`src/rtl/core/ppmfd_pkg.sv`:
```
// Shared types and constants of the PPM frame decoder.
package ppmfd_pkg;

   localparam int WIDTH_W     = 16;   // timer counts and pulse widths
   localparam int SLOT_OUT_W  = 4;    // slot field of a result beat
   localparam int LEVEL_W     = 11;   // signed control level
   localparam int LEVEL_MAG_W = 10;   // magnitude of a control level
   localparam int LEVEL_SCALE = 1000; // full deflection in thousandths
   localparam int CHAN_SEL_W  = 3;    // frame channel and read channel selects
   localparam int CSR_INDEX_W = 3;
   localparam int CSR_DATA_W  = 16;

   localparam logic CMD_CAPTURE = 1'b0;
   localparam logic CMD_READ    = 1'b1;

   localparam logic [CSR_INDEX_W-1:0] CSR_TIMER_PERIOD   = 3'd0;
   localparam logic [CSR_INDEX_W-1:0] CSR_SYNC_WIDTH     = 3'd1;
   localparam logic [CSR_INDEX_W-1:0] CSR_MIN_VALID      = 3'd2;
   localparam logic [CSR_INDEX_W-1:0] CSR_MAX_VALID      = 3'd3;
   localparam logic [CSR_INDEX_W-1:0] CSR_CENTER_WIDTH   = 3'd4;
   localparam logic [CSR_INDEX_W-1:0] CSR_MODE_THRESHOLD = 3'd5;
   localparam logic [CSR_INDEX_W-1:0] CSR_FRAME_CHANNEL  = 3'd6;

   localparam logic [WIDTH_W-1:0]        RST_TIMER_PERIOD   = 16'd40000;
   localparam logic [WIDTH_W-1:0]        RST_SYNC_WIDTH     = 16'd5000;
   localparam logic [WIDTH_W-1:0]        RST_MIN_VALID      = 16'd1990;
   localparam logic [WIDTH_W-1:0]        RST_MAX_VALID      = 16'd4010;
   localparam logic [WIDTH_W-1:0]        RST_CENTER_WIDTH   = 16'd3000;
   localparam logic signed [LEVEL_W-1:0] RST_MODE_THRESHOLD = 11'sd700;
   localparam logic [CHAN_SEL_W-1:0]     RST_FRAME_CHANNEL  = 3'd7;

   localparam logic MODE_MANUAL    = 1'b0;
   localparam logic MODE_AUTOPILOT = 1'b1;

   // Result fields that travel down the pipeline with each beat.
   typedef struct packed {
      logic [WIDTH_W-1:0]    pulse_width;
      logic [SLOT_OUT_W-1:0] slot;
      logic                  is_sync;
      logic                  stored;
      logic                  frame_done;
      logic                  copied;
      logic [WIDTH_W-1:0]    read_width;
   } pkt_type;

endpackage

```
`src/rtl/core/ppmfd_req_if.sv`:
```
// Request channel of the PPM frame decoder: capture events and snapshot reads.
interface ppmfd_req_if;
   import ppmfd_pkg::*;

   logic                  valid;
   logic                  ready;
   logic                  cmd;
   logic [WIDTH_W-1:0]    capture_time;
   logic                  copy_hold;
   logic [CHAN_SEL_W-1:0] read_channel;

   modport source (output valid, output cmd, output capture_time, output copy_hold,
                   output read_channel, input ready);
   modport sink   (input valid, input cmd, input capture_time, input copy_hold,
                   input read_channel, output ready);
endinterface

```
`src/rtl/core/ppmfd_rsp_if.sv`:
```
// Response channel of the PPM frame decoder: one beat per request.
interface ppmfd_rsp_if;
   import ppmfd_pkg::*;

   logic                      valid;
   logic                      ready;
   logic [WIDTH_W-1:0]        pulse_width;
   logic [SLOT_OUT_W-1:0]     slot;
   logic                      is_sync;
   logic                      stored;
   logic                      frame_done;
   logic                      copied;
   logic                      flight_mode;
   logic signed [LEVEL_W-1:0] aux_level;
   logic [WIDTH_W-1:0]        read_width;

   modport source (output valid, output pulse_width, output slot, output is_sync,
                   output stored, output frame_done, output copied, output flight_mode,
                   output aux_level, output read_width, input ready);
   modport sink   (input valid, input pulse_width, input slot, input is_sync,
                   input stored, input frame_done, input copied, input flight_mode,
                   input aux_level, input read_width, output ready);
endinterface

```
`src/rtl/core/ppm_frame_decoder_unit.sv`:
```
// Top level of the PPM frame decoder: pulse measurement, slot tracking and mode decision.
//
// The decoder takes one request beat per clock while the response side is not stalled, and
// returns one response beat per request, in order; each beat passes through the stage
// registers A, B, C, D and O before it is presented. The
// first stage measures the pulse width, updates the slot counter, the latest widths and
// the snapshot, and returns snapshot reads; the next three stages scale the mode channel
// to thousandths (a constant multiply, a reciprocal multiply, then a single correction
// step) and the last stage updates the level and flight mode registers. Every stage holds
// one beat with its own valid bit, so the request side keeps accepting beats while a
// response waits, until the pipeline has filled. Configuration writes are meant for idle
// periods only.
module ppm_frame_decoder_unit #(
   parameter int CHANNELS     = 8,
   parameter int MODE_CHANNEL = 6,
   parameter int HALF_SPAN    = 1000
) (
   input  logic                               clock,
   input  logic                               reset,
   ppmfd_req_if.sink                          req_bus,
   ppmfd_rsp_if.source                        rsp_bus,
   input  logic                               csr_wr_en,
   input  logic [ppmfd_pkg::CSR_INDEX_W-1:0]  csr_index,
   input  logic [ppmfd_pkg::CSR_DATA_W-1:0]   csr_wdata
);
   import ppmfd_pkg::*;

   localparam int SLOT_W   = $clog2(CHANNELS + 1);
   localparam int IDX_W    = (CHANNELS > 1) ? $clog2(CHANNELS) : 1;
   localparam bit MODE_OK  = (MODE_CHANNEL < CHANNELS);
   localparam int MODE_IDX = MODE_OK ? MODE_CHANNEL : 0;
   localparam int MAG_W    = $clog2(HALF_SPAN + 1);
   localparam int N_W      = $clog2(HALF_SPAN * LEVEL_SCALE + 1);
   localparam int RECIP_SHIFT = N_W;
   localparam int RECIP    = (2 ** RECIP_SHIFT) / HALF_SPAN;
   localparam int R_W      = $clog2(RECIP + 1);
   localparam int P_W      = N_W + R_W;
   localparam int CMP_W    = $clog2(1024 * HALF_SPAN + 1) + 1;

   localparam logic [SLOT_W-1:0]       SLOT_MAX = SLOT_W'(CHANNELS);
   localparam logic signed [16:0]      HS_D     = 17'(HALF_SPAN);
   localparam logic [MAG_W-1:0]        HS_MAG   = MAG_W'(HALF_SPAN);
   localparam logic [N_W-1:0]          HS_N     = N_W'(HALF_SPAN);
   localparam logic signed [CMP_W-1:0] HS_C     = CMP_W'(HALF_SPAN);

   // Configuration registers.
   logic [WIDTH_W-1:0]        period_ff, sync_ff, min_ff, max_ff, center_ff;
   logic signed [LEVEL_W-1:0] thr_ff;
   logic [CHAN_SEL_W-1:0]     frame_ff;
   logic signed [CMP_W-1:0]   thr_scaled_ff;

   // Decoder state.
   logic [WIDTH_W-1:0] last_ff, last_in;
   logic [SLOT_W-1:0]  slot_ff, slot_in;
   logic [WIDTH_W-1:0] latest_ff [CHANNELS];
   logic [WIDTH_W-1:0] latest_in [CHANNELS];
   logic [WIDTH_W-1:0] snap_ff [CHANNELS];
   logic               mode_ff, mode_in;
   logic signed [LEVEL_W-1:0] aux_ff, aux_in;

   // Pipeline stages.
   logic                  a_valid_ff, b_valid_ff, c_valid_ff, d_valid_ff, o_valid_ff;
   logic                  en_a, en_b, en_c, en_d, en_o, fire_a;
   logic                  a_cmd_ff, a_hold_ff;
   logic [WIDTH_W-1:0]    a_cap_ff;
   logic [CHAN_SEL_W-1:0] a_rch_ff;
   pkt_type               a_pkt, b_pkt_ff, c_pkt_ff, d_pkt_ff, o_pkt_ff;
   logic [MAG_W-1:0]      a_dmag, b_dmag_ff;
   logic                  a_dneg, b_dneg_ff, c_dneg_ff, d_dneg_ff;
   logic [N_W-1:0]        c_n_ff, d_n_ff, n_in;
   logic [P_W-1:0]        d_prod_ff, prod_in;
   logic                  d_manual_ff, manual_in;
   logic                  o_mode_ff;
   logic signed [LEVEL_W-1:0] o_aux_ff;

   // Stage A combinational signals.
   logic [16:0]         sum_w;
   logic [WIDTH_W-1:0]  width;
   logic                is_capture, is_sync, in_window, slot_lt, store, done, copy;
   logic [IDX_W-1:0]    slot_idx, rd_idx;
   logic                rd_ok;
   logic [WIDTH_W-1:0]  mode_w;
   logic signed [16:0]  d_raw, d_abs;

   // Stage C and D combinational signals.
   logic signed [CMP_W-1:0] n_signed;
   logic [LEVEL_MAG_W-1:0]  q0, q;
   logic [N_W-1:0]          q0_mul, rem;

   // Each stage loads when it is empty or its beat moves on.
   assign en_o = !o_valid_ff || rsp_bus.ready;
   assign en_d = !d_valid_ff || en_o;
   assign en_c = !c_valid_ff || en_d;
   assign en_b = !b_valid_ff || en_c;
   assign en_a = !a_valid_ff || en_b;
   assign fire_a = a_valid_ff && en_b;
   // No request beat is taken while reset is held.
   assign req_bus.ready = en_a && !reset;

   // Configuration.
   always_ff @(posedge clock) begin
      if (reset) begin
         period_ff <= RST_TIMER_PERIOD;
         sync_ff   <= RST_SYNC_WIDTH;
         min_ff    <= RST_MIN_VALID;
         max_ff    <= RST_MAX_VALID;
         center_ff <= RST_CENTER_WIDTH;
         thr_ff    <= RST_MODE_THRESHOLD;
         frame_ff  <= RST_FRAME_CHANNEL;
      end else if (csr_wr_en) begin
         unique case (csr_index)
            CSR_TIMER_PERIOD:   period_ff <= csr_wdata;
            CSR_SYNC_WIDTH:     sync_ff   <= csr_wdata;
            CSR_MIN_VALID:      min_ff    <= csr_wdata;
            CSR_MAX_VALID:      max_ff    <= csr_wdata;
            CSR_CENTER_WIDTH:   center_ff <= csr_wdata;
            CSR_MODE_THRESHOLD: thr_ff    <= $signed(csr_wdata[LEVEL_W-1:0]);
            CSR_FRAME_CHANNEL:  frame_ff  <= csr_wdata[CHAN_SEL_W-1:0];
            default: begin
            end
         endcase
      end
   end

   // The threshold in the same units as the scaled deviation.
   always_ff @(posedge clock) begin
      thr_scaled_ff <= CMP_W'(thr_ff) * HS_C;
   end

   // Stage A: width measurement, slot tracking and storage.
   always_comb begin
      is_capture = (a_cmd_ff == CMD_CAPTURE);
      sum_w = {1'b0, a_cap_ff} + {1'b0, period_ff};
      if (a_cap_ff < last_ff) begin
         width = (sum_w >= {1'b0, last_ff}) ? 16'(sum_w - {1'b0, last_ff}) : '0;
      end else begin
         width = a_cap_ff - last_ff;
      end

      is_sync   = is_capture && (width > sync_ff);
      slot_lt   = (slot_ff < SLOT_MAX);
      slot_idx  = IDX_W'(slot_ff);
      in_window = (width < max_ff) && (width > min_ff);
      store     = is_capture && !is_sync && in_window && slot_lt;
      done      = store && (5'(slot_ff) == 5'(frame_ff));
      copy      = done && !a_hold_ff;

      for (int i = 0; i < CHANNELS; i++) begin
         latest_in[i] = (store && slot_idx == IDX_W'(i)) ? width : latest_ff[i];
      end

      if (!is_capture) begin
         last_in = last_ff;
         slot_in = slot_ff;
      end else if (is_sync) begin
         last_in = a_cap_ff;
         slot_in = '0;
      end else begin
         last_in = a_cap_ff;
         slot_in = slot_lt ? slot_ff + 1'b1 : slot_ff;
      end

      rd_ok  = (5'(a_rch_ff) < 5'(CHANNELS));
      rd_idx = IDX_W'(a_rch_ff);

      a_pkt.pulse_width = is_capture ? width : '0;
      a_pkt.slot        = (is_capture && !is_sync) ? SLOT_OUT_W'(slot_ff) : '0;
      a_pkt.is_sync     = is_sync;
      a_pkt.stored      = store;
      a_pkt.frame_done  = done;
      a_pkt.copied      = copy;
      a_pkt.read_width  = (!is_capture && rd_ok) ? snap_ff[rd_idx] : '0;

      // Mode channel deviation from center, clamped to the half span.
      mode_w = MODE_OK ? latest_in[MODE_IDX] : '0;
      d_raw  = $signed({1'b0, mode_w}) - $signed({1'b0, center_ff});
      d_abs  = -d_raw;
      if (d_raw > HS_D) begin
         a_dmag = HS_MAG;
         a_dneg = 1'b0;
      end else if (d_raw < -HS_D) begin
         a_dmag = HS_MAG;
         a_dneg = 1'b1;
      end else if (d_raw < 0) begin
         a_dmag = MAG_W'(d_abs);
         a_dneg = 1'b1;
      end else begin
         a_dmag = MAG_W'(d_raw);
         a_dneg = 1'b0;
      end
   end

   always_ff @(posedge clock) begin
      if (reset) begin
         last_ff <= '0;
         slot_ff <= '0;
         for (int i = 0; i < CHANNELS; i++) begin
            latest_ff[i] <= '0;
            snap_ff[i]   <= '0;
         end
      end else if (fire_a) begin
         last_ff <= last_in;
         slot_ff <= slot_in;
         for (int i = 0; i < CHANNELS; i++) begin
            latest_ff[i] <= latest_in[i];
            if (copy) begin
               snap_ff[i] <= latest_in[i];
            end
         end
      end
   end

   // Stage B, C and D arithmetic: level = trunc(|d| * 1000 / HALF_SPAN).
   always_comb begin
      n_in      = N_W'(b_dmag_ff) * N_W'(LEVEL_SCALE);
      prod_in   = P_W'(c_n_ff) * P_W'(RECIP);
      n_signed  = c_dneg_ff ? -CMP_W'(c_n_ff) : CMP_W'(c_n_ff);
      manual_in = (n_signed <= thr_scaled_ff);

      // The reciprocal estimate is low by at most one.
      q0     = LEVEL_MAG_W'(d_prod_ff >> RECIP_SHIFT);
      q0_mul = N_W'(q0) * HS_N;
      rem    = d_n_ff - q0_mul;
      q      = (rem >= HS_N) ? q0 + 1'b1 : q0;

      if (d_pkt_ff.frame_done) begin
         aux_in  = d_dneg_ff ? -LEVEL_W'(q) : LEVEL_W'(q);
         mode_in = d_manual_ff ? MODE_MANUAL : MODE_AUTOPILOT;
      end else begin
         aux_in  = aux_ff;
         mode_in = mode_ff;
      end
   end

   // Pipeline valid bits.
   always_ff @(posedge clock) begin
      if (reset) begin
         a_valid_ff <= 1'b0;
         b_valid_ff <= 1'b0;
         c_valid_ff <= 1'b0;
         d_valid_ff <= 1'b0;
         o_valid_ff <= 1'b0;
         mode_ff    <= MODE_MANUAL;
         aux_ff     <= '0;
      end else begin
         if (en_a) a_valid_ff <= req_bus.valid;
         if (en_b) b_valid_ff <= a_valid_ff;
         if (en_c) c_valid_ff <= b_valid_ff;
         if (en_d) d_valid_ff <= c_valid_ff;
         if (en_o) begin
            o_valid_ff <= d_valid_ff;
            if (d_valid_ff) begin
               mode_ff <= mode_in;
               aux_ff  <= aux_in;
            end
         end
      end
   end

   // Pipeline payload.
   always_ff @(posedge clock) begin
      if (en_a) begin
         a_cmd_ff  <= req_bus.cmd;
         a_cap_ff  <= req_bus.capture_time;
         a_hold_ff <= req_bus.copy_hold;
         a_rch_ff  <= req_bus.read_channel;
      end
      if (en_b) begin
         b_pkt_ff  <= a_pkt;
         b_dmag_ff <= a_dmag;
         b_dneg_ff <= a_dneg;
      end
      if (en_c) begin
         c_pkt_ff  <= b_pkt_ff;
         c_n_ff    <= n_in;
         c_dneg_ff <= b_dneg_ff;
      end
      if (en_d) begin
         d_pkt_ff    <= c_pkt_ff;
         d_n_ff      <= c_n_ff;
         d_prod_ff   <= prod_in;
         d_dneg_ff   <= c_dneg_ff;
         d_manual_ff <= manual_in;
      end
      if (en_o) begin
         o_pkt_ff  <= d_pkt_ff;
         o_mode_ff <= mode_in;
         o_aux_ff  <= aux_in;
      end
   end

   assign rsp_bus.valid       = o_valid_ff;
   assign rsp_bus.pulse_width = o_pkt_ff.pulse_width;
   assign rsp_bus.slot        = o_pkt_ff.slot;
   assign rsp_bus.is_sync     = o_pkt_ff.is_sync;
   assign rsp_bus.stored      = o_pkt_ff.stored;
   assign rsp_bus.frame_done  = o_pkt_ff.frame_done;
   assign rsp_bus.copied      = o_pkt_ff.copied;
   assign rsp_bus.flight_mode = o_mode_ff;
   assign rsp_bus.aux_level   = o_aux_ff;
   assign rsp_bus.read_width  = o_pkt_ff.read_width;

`ifndef NO_ASSERTIONS
   // A completed frame always comes from a stored pulse, and a copy only from a frame.
   a_done_needs_store: assert property (@(posedge clock) disable iff (reset)
      rsp_bus.valid && rsp_bus.frame_done |-> rsp_bus.stored)
      else $error("frame completed without a stored pulse");

   a_copy_needs_done: assert property (@(posedge clock) disable iff (reset)
      rsp_bus.valid && rsp_bus.copied |-> rsp_bus.frame_done)
      else $error("snapshot copied outside a frame completion");

   a_sync_restarts: assert property (@(posedge clock) disable iff (reset)
      rsp_bus.valid && rsp_bus.is_sync |-> (rsp_bus.slot == '0) && !rsp_bus.stored)
      else $error("sync beat carries a slot or a stored pulse");

   a_slot_bound: assert property (@(posedge clock) disable iff (reset)
      slot_ff <= SLOT_MAX)
      else $error("slot counter beyond the channel count");

   a_level_bound: assert property (@(posedge clock) disable iff (reset)
      (aux_ff <= 11'sd1000) && (aux_ff >= -11'sd1000))
      else $error("control level out of range");

   a_sync_clears_slot: assert property (@(posedge clock) disable iff (reset)
      fire_a && is_sync |=> slot_ff == '0)
      else $error("sync gap did not restart the slot counter");
`endif

endmodule
```
`src/flat_wrapper.sv`:
```
// flat-port wrapper written by rule: the top's interface ports become plain ports
module ppm_frame_decoder_unit_flat import ppmfd_pkg::*;
#(
   parameter int CHANNELS     = 8,
   parameter int MODE_CHANNEL = 6,
   parameter int HALF_SPAN    = 1000
)
  (clock, reset, csr_wr_en, csr_index, csr_wdata, req_bus_valid, req_bus_cmd, req_bus_capture_time, req_bus_copy_hold, req_bus_read_channel, req_bus_ready, rsp_bus_valid, rsp_bus_pulse_width, rsp_bus_slot, rsp_bus_is_sync, rsp_bus_stored, rsp_bus_frame_done, rsp_bus_copied, rsp_bus_flight_mode, rsp_bus_aux_level, rsp_bus_read_width, rsp_bus_ready);
  ppmfd_req_if req_bus_i ();
  ppmfd_rsp_if rsp_bus_i ();
  input  logic clock;
  input  logic reset;
  input  logic csr_wr_en;
  input  logic [ppmfd_pkg::CSR_INDEX_W-1:0] csr_index;
  input  logic [ppmfd_pkg::CSR_DATA_W-1:0] csr_wdata;
  input wire logic [$bits(req_bus_i.valid)-1:0] req_bus_valid;
  input wire logic [$bits(req_bus_i.cmd)-1:0] req_bus_cmd;
  input wire logic [$bits(req_bus_i.capture_time)-1:0] req_bus_capture_time;
  input wire logic [$bits(req_bus_i.copy_hold)-1:0] req_bus_copy_hold;
  input wire logic [$bits(req_bus_i.read_channel)-1:0] req_bus_read_channel;
  output wire logic [$bits(req_bus_i.ready)-1:0] req_bus_ready;
  output wire logic [$bits(rsp_bus_i.valid)-1:0] rsp_bus_valid;
  output wire logic [$bits(rsp_bus_i.pulse_width)-1:0] rsp_bus_pulse_width;
  output wire logic [$bits(rsp_bus_i.slot)-1:0] rsp_bus_slot;
  output wire logic [$bits(rsp_bus_i.is_sync)-1:0] rsp_bus_is_sync;
  output wire logic [$bits(rsp_bus_i.stored)-1:0] rsp_bus_stored;
  output wire logic [$bits(rsp_bus_i.frame_done)-1:0] rsp_bus_frame_done;
  output wire logic [$bits(rsp_bus_i.copied)-1:0] rsp_bus_copied;
  output wire logic [$bits(rsp_bus_i.flight_mode)-1:0] rsp_bus_flight_mode;
  output wire logic [$bits(rsp_bus_i.aux_level)-1:0] rsp_bus_aux_level;
  output wire logic [$bits(rsp_bus_i.read_width)-1:0] rsp_bus_read_width;
  input wire logic [$bits(rsp_bus_i.ready)-1:0] rsp_bus_ready;
  assign req_bus_i.valid = req_bus_valid;
  assign req_bus_i.cmd = req_bus_cmd;
  assign req_bus_i.capture_time = req_bus_capture_time;
  assign req_bus_i.copy_hold = req_bus_copy_hold;
  assign req_bus_i.read_channel = req_bus_read_channel;
  assign req_bus_ready = req_bus_i.ready;
  assign rsp_bus_valid = rsp_bus_i.valid;
  assign rsp_bus_pulse_width = rsp_bus_i.pulse_width;
  assign rsp_bus_slot = rsp_bus_i.slot;
  assign rsp_bus_is_sync = rsp_bus_i.is_sync;
  assign rsp_bus_stored = rsp_bus_i.stored;
  assign rsp_bus_frame_done = rsp_bus_i.frame_done;
  assign rsp_bus_copied = rsp_bus_i.copied;
  assign rsp_bus_flight_mode = rsp_bus_i.flight_mode;
  assign rsp_bus_aux_level = rsp_bus_i.aux_level;
  assign rsp_bus_read_width = rsp_bus_i.read_width;
  assign rsp_bus_i.ready = rsp_bus_ready;
  ppm_frame_decoder_unit #(.CHANNELS(CHANNELS), .MODE_CHANNEL(MODE_CHANNEL), .HALF_SPAN(HALF_SPAN)) u_core (.clock(clock), .reset(reset), .req_bus(req_bus_i), .rsp_bus(rsp_bus_i), .csr_wr_en(csr_wr_en), .csr_index(csr_index), .csr_wdata(csr_wdata));
endmodule
```
`config.mk`:
```
export PLATFORM = sky130hd
export DESIGN_NAME = ppm_frame_decoder_unit_flat
export DESIGN_NICKNAME = d
export VERILOG_FILES = /design/src/rtl/core/ppmfd_pkg.sv /design/src/rtl/core/ppmfd_req_if.sv /design/src/rtl/core/ppmfd_rsp_if.sv /design/src/rtl/core/ppm_frame_decoder_unit.sv /design/src/flat_wrapper.sv
export SDC_FILE = /design/constraint.sdc
export NUM_CORES = 2
export LEC_CHECK = 0
export BUFFER_PORTS_ARGS = -buffer_cell sky130_fd_sc_hd__buf_2
export CAP_MARGIN = 20
export CELL_PAD_IN_SITES_DETAIL_PLACEMENT = 1
export CELL_PAD_IN_SITES_GLOBAL_PLACEMENT = 2
export CORE_MARGIN = 2
export CORE_UTILIZATION = 35
export CTS_CLUSTER_SIZE = 30
export DETAILED_ROUTE_END_ITERATION = 8
export PLACE_DENSITY = 0.75
export SLEW_MARGIN = 10
export SYNTH_ARGS = -nofsm -noshare
export SYNTH_HDL_FRONTEND = slang
export SYNTH_SLANG_ARGS = --single-unit
```
`constraint.sdc`:
```
create_clock -name clock -period 19.55 [get_ports clock]
set_input_delay 3.91 -clock clock [delete_from_list [all_inputs] [get_ports clock]]
set_output_delay 3.91 -clock clock [all_outputs]
set_load 0.05 [all_outputs]
```
After elaboration in Yosys (flattened, before gate mapping). Memories as Yosys holds them, arrays and structs flattened. A register that Yosys moved wholly into a read port is not among the register bits. Index checks and enable logic that the tools add are counted.

ROM bits: 0. Latch bits: 0. Memories kept: 2. Logic and storage cells: 207. Input bits: 45. Bits in writable memories: 256. Output and inout bits: 54. Flip-flop bits (word level): 398.

Bitwise gates (word level): 17. Multiplexer cells: 46. Reductions and logical operators: 45. Div/mod/pow operators: 0. Add/sub/neg operators: 10. Equal/unequal tests: 14. Shift-type cells: 0. Magnitude comparators: 11. Multiply operators: 4.

Memories: u_core.latest_ff (words 8, width 16, read ports 8, clocked after Yosys merged registers in 0, wr ports 8, RTL line ppm_frame_decoder_unit.sv:55) `logic [WIDTH_W-1:0] latest_ff [CHANNELS];`; u_core.snap_ff (words 8, width 16, read ports 1, clocked after Yosys merged registers in 1, wr ports 8, RTL line ppm_frame_decoder_unit.sv:57) `logic [WIDTH_W-1:0] snap_ff [CHANNELS];`.

Operators with widths (count): $mux 16 (26); $mul 10x7->17 const B (2); $gt 16x16->1 (2); $lt 16x16->1 (2); $sub 16x16->16 (2); $mul 17x8->24 const B (1); $mux 11 (2); $eq 3x3->1 const B (7); $le 21x21->1 (1); $mux 21 (1); $neg 20->21 (1); $ge 20x10->1 const B (1); $mux 10 (2); $sub 20x20->20 (1); $mul 11x8->18 const B (1); $reduce_and 2->1 (9); $add 16x16->17 (1); $ge 17x16->1 (1); $gt 17x11->1 const B (1); $logic_and 1x1->1 (17); $lt 17x1->1 const B (1); $lt 17x11->1 const B (1); $sub 16x16->17 (1); $or 1x1->1 (16); 17 further kinds (47).

Longest topological paths before layout.
Word-level depth: 17. Depth in mapped cells: 52. Depth with buffers taken out: 49.

Worst setup path before layout. OpenSTA, ideal clock, no wires.

Path kind: register to register. From: reg u_core.a_cap_ff[1]. To: mem u_core.snap_ff[0][0], enable pin. Buffers on the path: 2. Path slack: -1.153 ns. Library setup time: 0.961 ns. Arrival time: 19.742 ns. Cell stages (with the launch flop): 33. Data required time: 18.589 ns. Path through: edfxtp_1 ha_1 a21o_1 a21oi_1 o21ai_0 a21oi_1 o21bai_1 a21oi_1 o21ai_0 a21o_1 a31o_2 a21oi_1 xnor2_1 ha_1 and3_1 and3_1 a211oi_1 o21ai_0 a22oi_1 nor4b_1 nor2_1 clkbuf_1 inv_1 ha_1 a21o_1 a21o_1 a221o_1 a211oi_1 a31o_2 buf_2 nand3_1 a2bb2oi_2 o41ai_1.

RTL lines: from (decl) (RTL line ppm_frame_decoder_unit.sv:65) `logic [WIDTH_W-1:0] a_cap_ff;`; from (signal assigned) (RTL line ppm_frame_decoder_unit.sv:264) `a_cap_ff <= req_bus.capture_time;`; to (decl) (RTL line ppm_frame_decoder_unit.sv:57).

Worst setup path in the final report.
From: reg u_core.a_cap_ff[1]. To: reg u_core.b_dmag_ff[3] (data pin).

Longest elaborated chain between the ends: 15. Elaborated cells on any way between the ends: 25. Classes of those cells: add/sub: 5; order compare: 8; mux: 4; reduce/logical: 8.

RTL lines: $add 16x16->17 (RTL line ppm_frame_decoder_unit.sv:133) `sum_w = {1'b0, a_cap_ff} + {1'b0, period_ff};`; $sub 16x16->16 or $ge 17x16->1 (tied branches) (RTL line ppm_frame_decoder_unit.sv:135) `width = (sum_w >= {1'b0, last_ff}) ? 16'(sum_w - {1'b0, last_ff}) : '0;`; $mux 16 (RTL line ppm_frame_decoder_unit.sv:135); $mux 16 (*) (RTL line ppm_frame_decoder_unit.sv:134) `if (a_cap_ff < last_ff) begin`; via u_core.width[11] (RTL line ppm_frame_decoder_unit.sv:78) `logic [WIDTH_W-1:0] width;`; $gt 16x16->1 (RTL line ppm_frame_decoder_unit.sv:140) `is_sync = is_capture && (width > sync_ff);`; $logic_and 1x1->1 (RTL line ppm_frame_decoder_unit.sv:140); $logic_not 1->1 (RTL line ppm_frame_decoder_unit.sv:144) `store = is_capture && !is_sync && in_window && slot_lt;`; $logic_and 1x1->1 (3 in series) (RTL line ppm_frame_decoder_unit.sv:144); $logic_and 1x1->1 (RTL line ppm_frame_decoder_unit.sv:149) `latest_in[i] = (store && slot_idx == IDX_W'(i)) ? width : latest_ff[i];`; $mux 16 (*) (RTL line ppm_frame_decoder_unit.sv:149); $sub 16x16->17 (*) (RTL line ppm_frame_decoder_unit.sv:176) `d_raw = $signed({1'b0, mode_w}) - $signed({1'b0, center_ff});`; $lt 17x1->1, or another cell as far along (RTL line ppm_frame_decoder_unit.sv:184) `end else if (d_raw < 0) begin`; $mux 10 or $reduce_or 2->1 (tied branches); to (signal assigned) (RTL line ppm_frame_decoder_unit.sv:270) `b_dmag_ff <= a_dmag;`; to (decl) (RTL line ppm_frame_decoder_unit.sv:68) `logic [MAG_W-1:0] a_dmag, b_dmag_ff;`.

The timed path passes the listed nets; every way through them passes the cells marked *. A chain may end at the register's enable or synchronous reset.

==> impl_metrics.env <==
export IMPL_post_synth_inst_count=3353
export IMPL_worst_slew_margin_rel_pct=29.2
export IMPL_synth_seq_cells=656
export IMPL_dp_final_hpwl_microns=72800
export IMPL_grt_setup_unrepaired="false"
export IMPL_drt_pass1_iterations=5
export IMPL_final_common_cell="edfxtp_1"
export IMPL_globalplace_congestion=0.823
export IMPL_setup_viol_count_final=0
export IMPL_drc=0
export IMPL_cp_slowest_cell="a22oi_1"
export IMPL_outcome="finished, final reports clean"
export IMPL_worst_hold_path_num_cells=0
export IMPL_clock_buffers_created_by_tritoncts=80
export IMPL_antenna_found_initial=2
export IMPL_postRouteWirelength_microns=102000
export IMPL_final_cells=4928
export IMPL_start_kind="flip-flop"
export IMPL_syn_area_per_cell_sq_um=11.3
export IMPL_timing_critical_path_from="u_core.a_cap_ff[1]$_DFFE_PN_"
export IMPL_finalMaxSlewViolations=0
export IMPL_rr_worst_depth=44
export IMPL_synth_enable_flop_cells=507
export IMPL_drv_max_cap_violation_count=0
export IMPL_grt_pass1_wl_microns=158000
export IMPL_hold_end="u_core.d_pkt_ff[19]$_DFFE_PP_"
export IMPL_synth_sequential_area_ratio_pct=47.9
export IMPL_smallest_setup_slack_after_layout_ns=6.75
export IMPL_num_vias=25400
export IMPL_critPathRequiredTime_ns=19.96
export IMPL_dieHeight_microns=333
export IMPL_place_worst_setup_slack_ns=6.82
export IMPL_cts_setup_buffers=0
export IMPL_layout_cells_most_common_list="edfxtp_1 (507), ha_1 (345), inv_1 (328), nand2_1 (288), nor2_1 (258)"
export IMPL_ports=99
export IMPL_crit_reg2reg_capture="u_core.b_dmag_ff[3]$_SDFFCE_PP1P_"
export IMPL_asyncSetResetFlopFracSynth_pct=0
export IMPL_number_of_h_tree_branching_levels=3
export IMPL_critical_path_top_cell_by_count="ha_1"
export IMPL_final_min_period_over_clock_period_pct=65.5
export IMPL_via_per_inst=5.15
export IMPL_worst_ep_arrival_time_ns=13.21
export IMPL_yosysUniqueCellTypes=97
export IMPL_area_delta_synth_final_pct=12.7
export IMPL_tritoncts="yes"
export IMPL_floorplan_core_area_sq_um=107000
export IMPL_die_width_microns=333
export IMPL_max_clock_path_buffers=3
export IMPL_clock_insertion_delay_at_the_later_pin_of_the_skew_report_ns=0.67
export IMPL_crit_path_max_incr_delay_ns=0.77
export IMPL_clk_transition_reported_paths_ns=0.06
export IMPL_post_synthesis_net_count=3856
export IMPL_worst_hold_startpoint="u_core.c_pkt_ff[19]$_DFFE_PP_"
export IMPL_cts_sinks=656
export IMPL_floorplan_die_area_sq_um=111000
export IMPL_worstPathMaxFanout=15
export IMPL_hold_path_class="reg2reg"
export IMPL_endpoint_kind="flip-flop"
export IMPL_final_layout_size_suffix_gt1_share_pct=10.7
export IMPL_port_buffer_count=98
export IMPL_timing_clock_skew_ns=0.0348
export IMPL_finish_net_count=3963
export IMPL_fin_setup_tns_ns=0
export IMPL_total_congestion_overflow_after_global_routing=0
export IMPL_fill_cells=11600
export IMPL_finalCriticalPeriod_ns=12.80
export IMPL_final_hold_violation_count=0
export IMPL_first_global_vias=26600
export IMPL_critical_setup_path_class="reg2reg"
export IMPL_row_count=120
export IMPL_yosysWarnings=0
export IMPL_detail_route_antenna_nets=0
export IMPL_routedWlPerCell_microns=20.6
export IMPL_numPlacedInstances=4778
export IMPL_track_usage_pct=18.3
export IMPL_cts_resized_gates=0
export IMPL_yosys_most_used_dff="edfxtp_1"
export IMPL_rr_startpoint="u_core.a_cap_ff[1]$_DFFE_PN_"
export IMPL_fmax_ghz=0.0781
export IMPL_floorplan_initialDensity_pct=35.4
export IMPL_timing_worst_slew_pin_value_ns=1.06
export IMPL_grt_start_max_net_pins=92
export IMPL_netlist_area_before_placement_sq_um=38000
export IMPL_post_route_worst_hold_slack_ns=0.417
export IMPL_dr_first_iter_drc_count=1305
export IMPL_holdBufCountCts=0
export IMPL_flop_to_flop_setup_slack_ns=6.75
export IMPL_ctsRootBufferMaster="clkbuf_16"
## worst max-delay path, delay by kind of cell, from the launching register on
kind | cells | cell delay, ns
AO/OA/AOI/OAI | 25 | 6.03
buffers and inverters | 2 | 0.50
flip-flops | 1 | 0.49
adder cells (fa/ha/maj) | 5 | 1.74
XOR/XNOR | 1 | 0.15
multiplexers | 1 | 0.38
AND/OR/NAND/NOR | 10 | 3.28
## cell families (layout without fill, tap and decap cells)
kind of cell	after synthesis	after routing	synth area share (%)
mux	160	160	5.33
fa+ha+maj	458	458	17.3
compound gates	588	588	10.4
other cells	0	2	0
flops	656	656	47.9
buf+inv	450	620	4.65
simple gates	907	907	11.2
xor+xnor	134	134	3.15
## sequential cells by signal, summed over array words and instances (netlist names), 17 cells and up
register              cells
u_core.thr_scaled_ff     18
u_core.latest_ff        128
u_core.d_n_ff            17
u_core.c_pkt_ff          40
u_core.c_n_ff            17
u_core.b_pkt_ff          40
u_core.d_pkt_ff          40
u_core.snap_ff          128
## Yosys cell counts (15+ instances only)
library cell  number  area share, %
fa_1             113            6.0
o211ai_1          44           0.87
dfxtp_1          149            7.9
inv_1            331            3.3
nor2_1           260            2.6
nand3_1           59           0.78
a21o_1            57            1.1
a211oi_1          26           0.51
xor2_1            33           0.76
o21bai_1          15           0.30
nand2_1          291            2.9
a21oi_1          186            2.5
o21ai_0           66           0.87
clkbuf_1          81           0.80
o21a_1            35           0.69
buf_2             23           0.30
nor3_1            70           0.92
edfxtp_1         507             40
mux4_2            32            1.9
nor2b_1           62            1.0
mux2_2            19           0.56
and3_1            23           0.38
and2_1            29           0.48
a31oi_1           25           0.41
xnor2_1           98            2.3
nand4_1           23           0.38
ha_1             345             11
mux2i_1          109            2.9
## metrics by stage
step,util [%],cell area [sq um]
detailed placement,37.4,40100
global route,39.9,42800
global placement,37.4,40100
finish,39.9,42800
CTS,39.8,42700
floorplan,-,38000
## final cells by class
cell class / instances / area [sq um] / area share (%)
flip-flops and latches: 656 / 18200 / 42.5
multi-input cells: 2247 / 18100 / 42.3
diodes: 2 / 5.00 / 0.0117
clock buffers: 99 / 2090 / 4.89
well taps: 1403 / 1760 / 4.10
clock inverters: 46 / 495 / 1.16
repair buffers: 144 / 898 / 2.10
inverters: 331 / 1240 / 2.90
## layer usage
| metal | up-vias | wire [microns] | global-route usage [%] |
|---|---|---|---|
| met5 | - | 0 | 0 |
| met4 | 0 | 2780 | 5.37 |
| met3 | 143 | 3610 | 2.63 |
| met2 | 391 | 48600 | 30.9 |
| met1 | 12700 | 46700 | 24.5 |
| li1 | 12200 | - | - |
## worst max-delay path by stage
stage	to	slack, ns	cells after the start
2_1_floorplan	u_core.snap_ff[0][0]$_SDFFCE_PN0P_	5.00	32
3_3_place_gp	u_core.b_dmag_ff[9]$_SDFFCE_PP1P_	7.13	44
3_5_place_dp	u_core.b_dmag_ff[3]$_SDFFCE_PP1P_	6.82	44
4_1_cts	u_core.b_dmag_ff[3]$_SDFFCE_PP1P_	6.80	44
5_1_grt	u_core.b_dmag_ff[9]$_SDFFCE_PP1P_	5.76	44
6_report	u_core.b_dmag_ff[3]$_SDFFCE_PP1P_	6.75	44
Power is not shown: default switching activity piles up to over one toggle a cycle in this logic, so the estimate is an artifact.
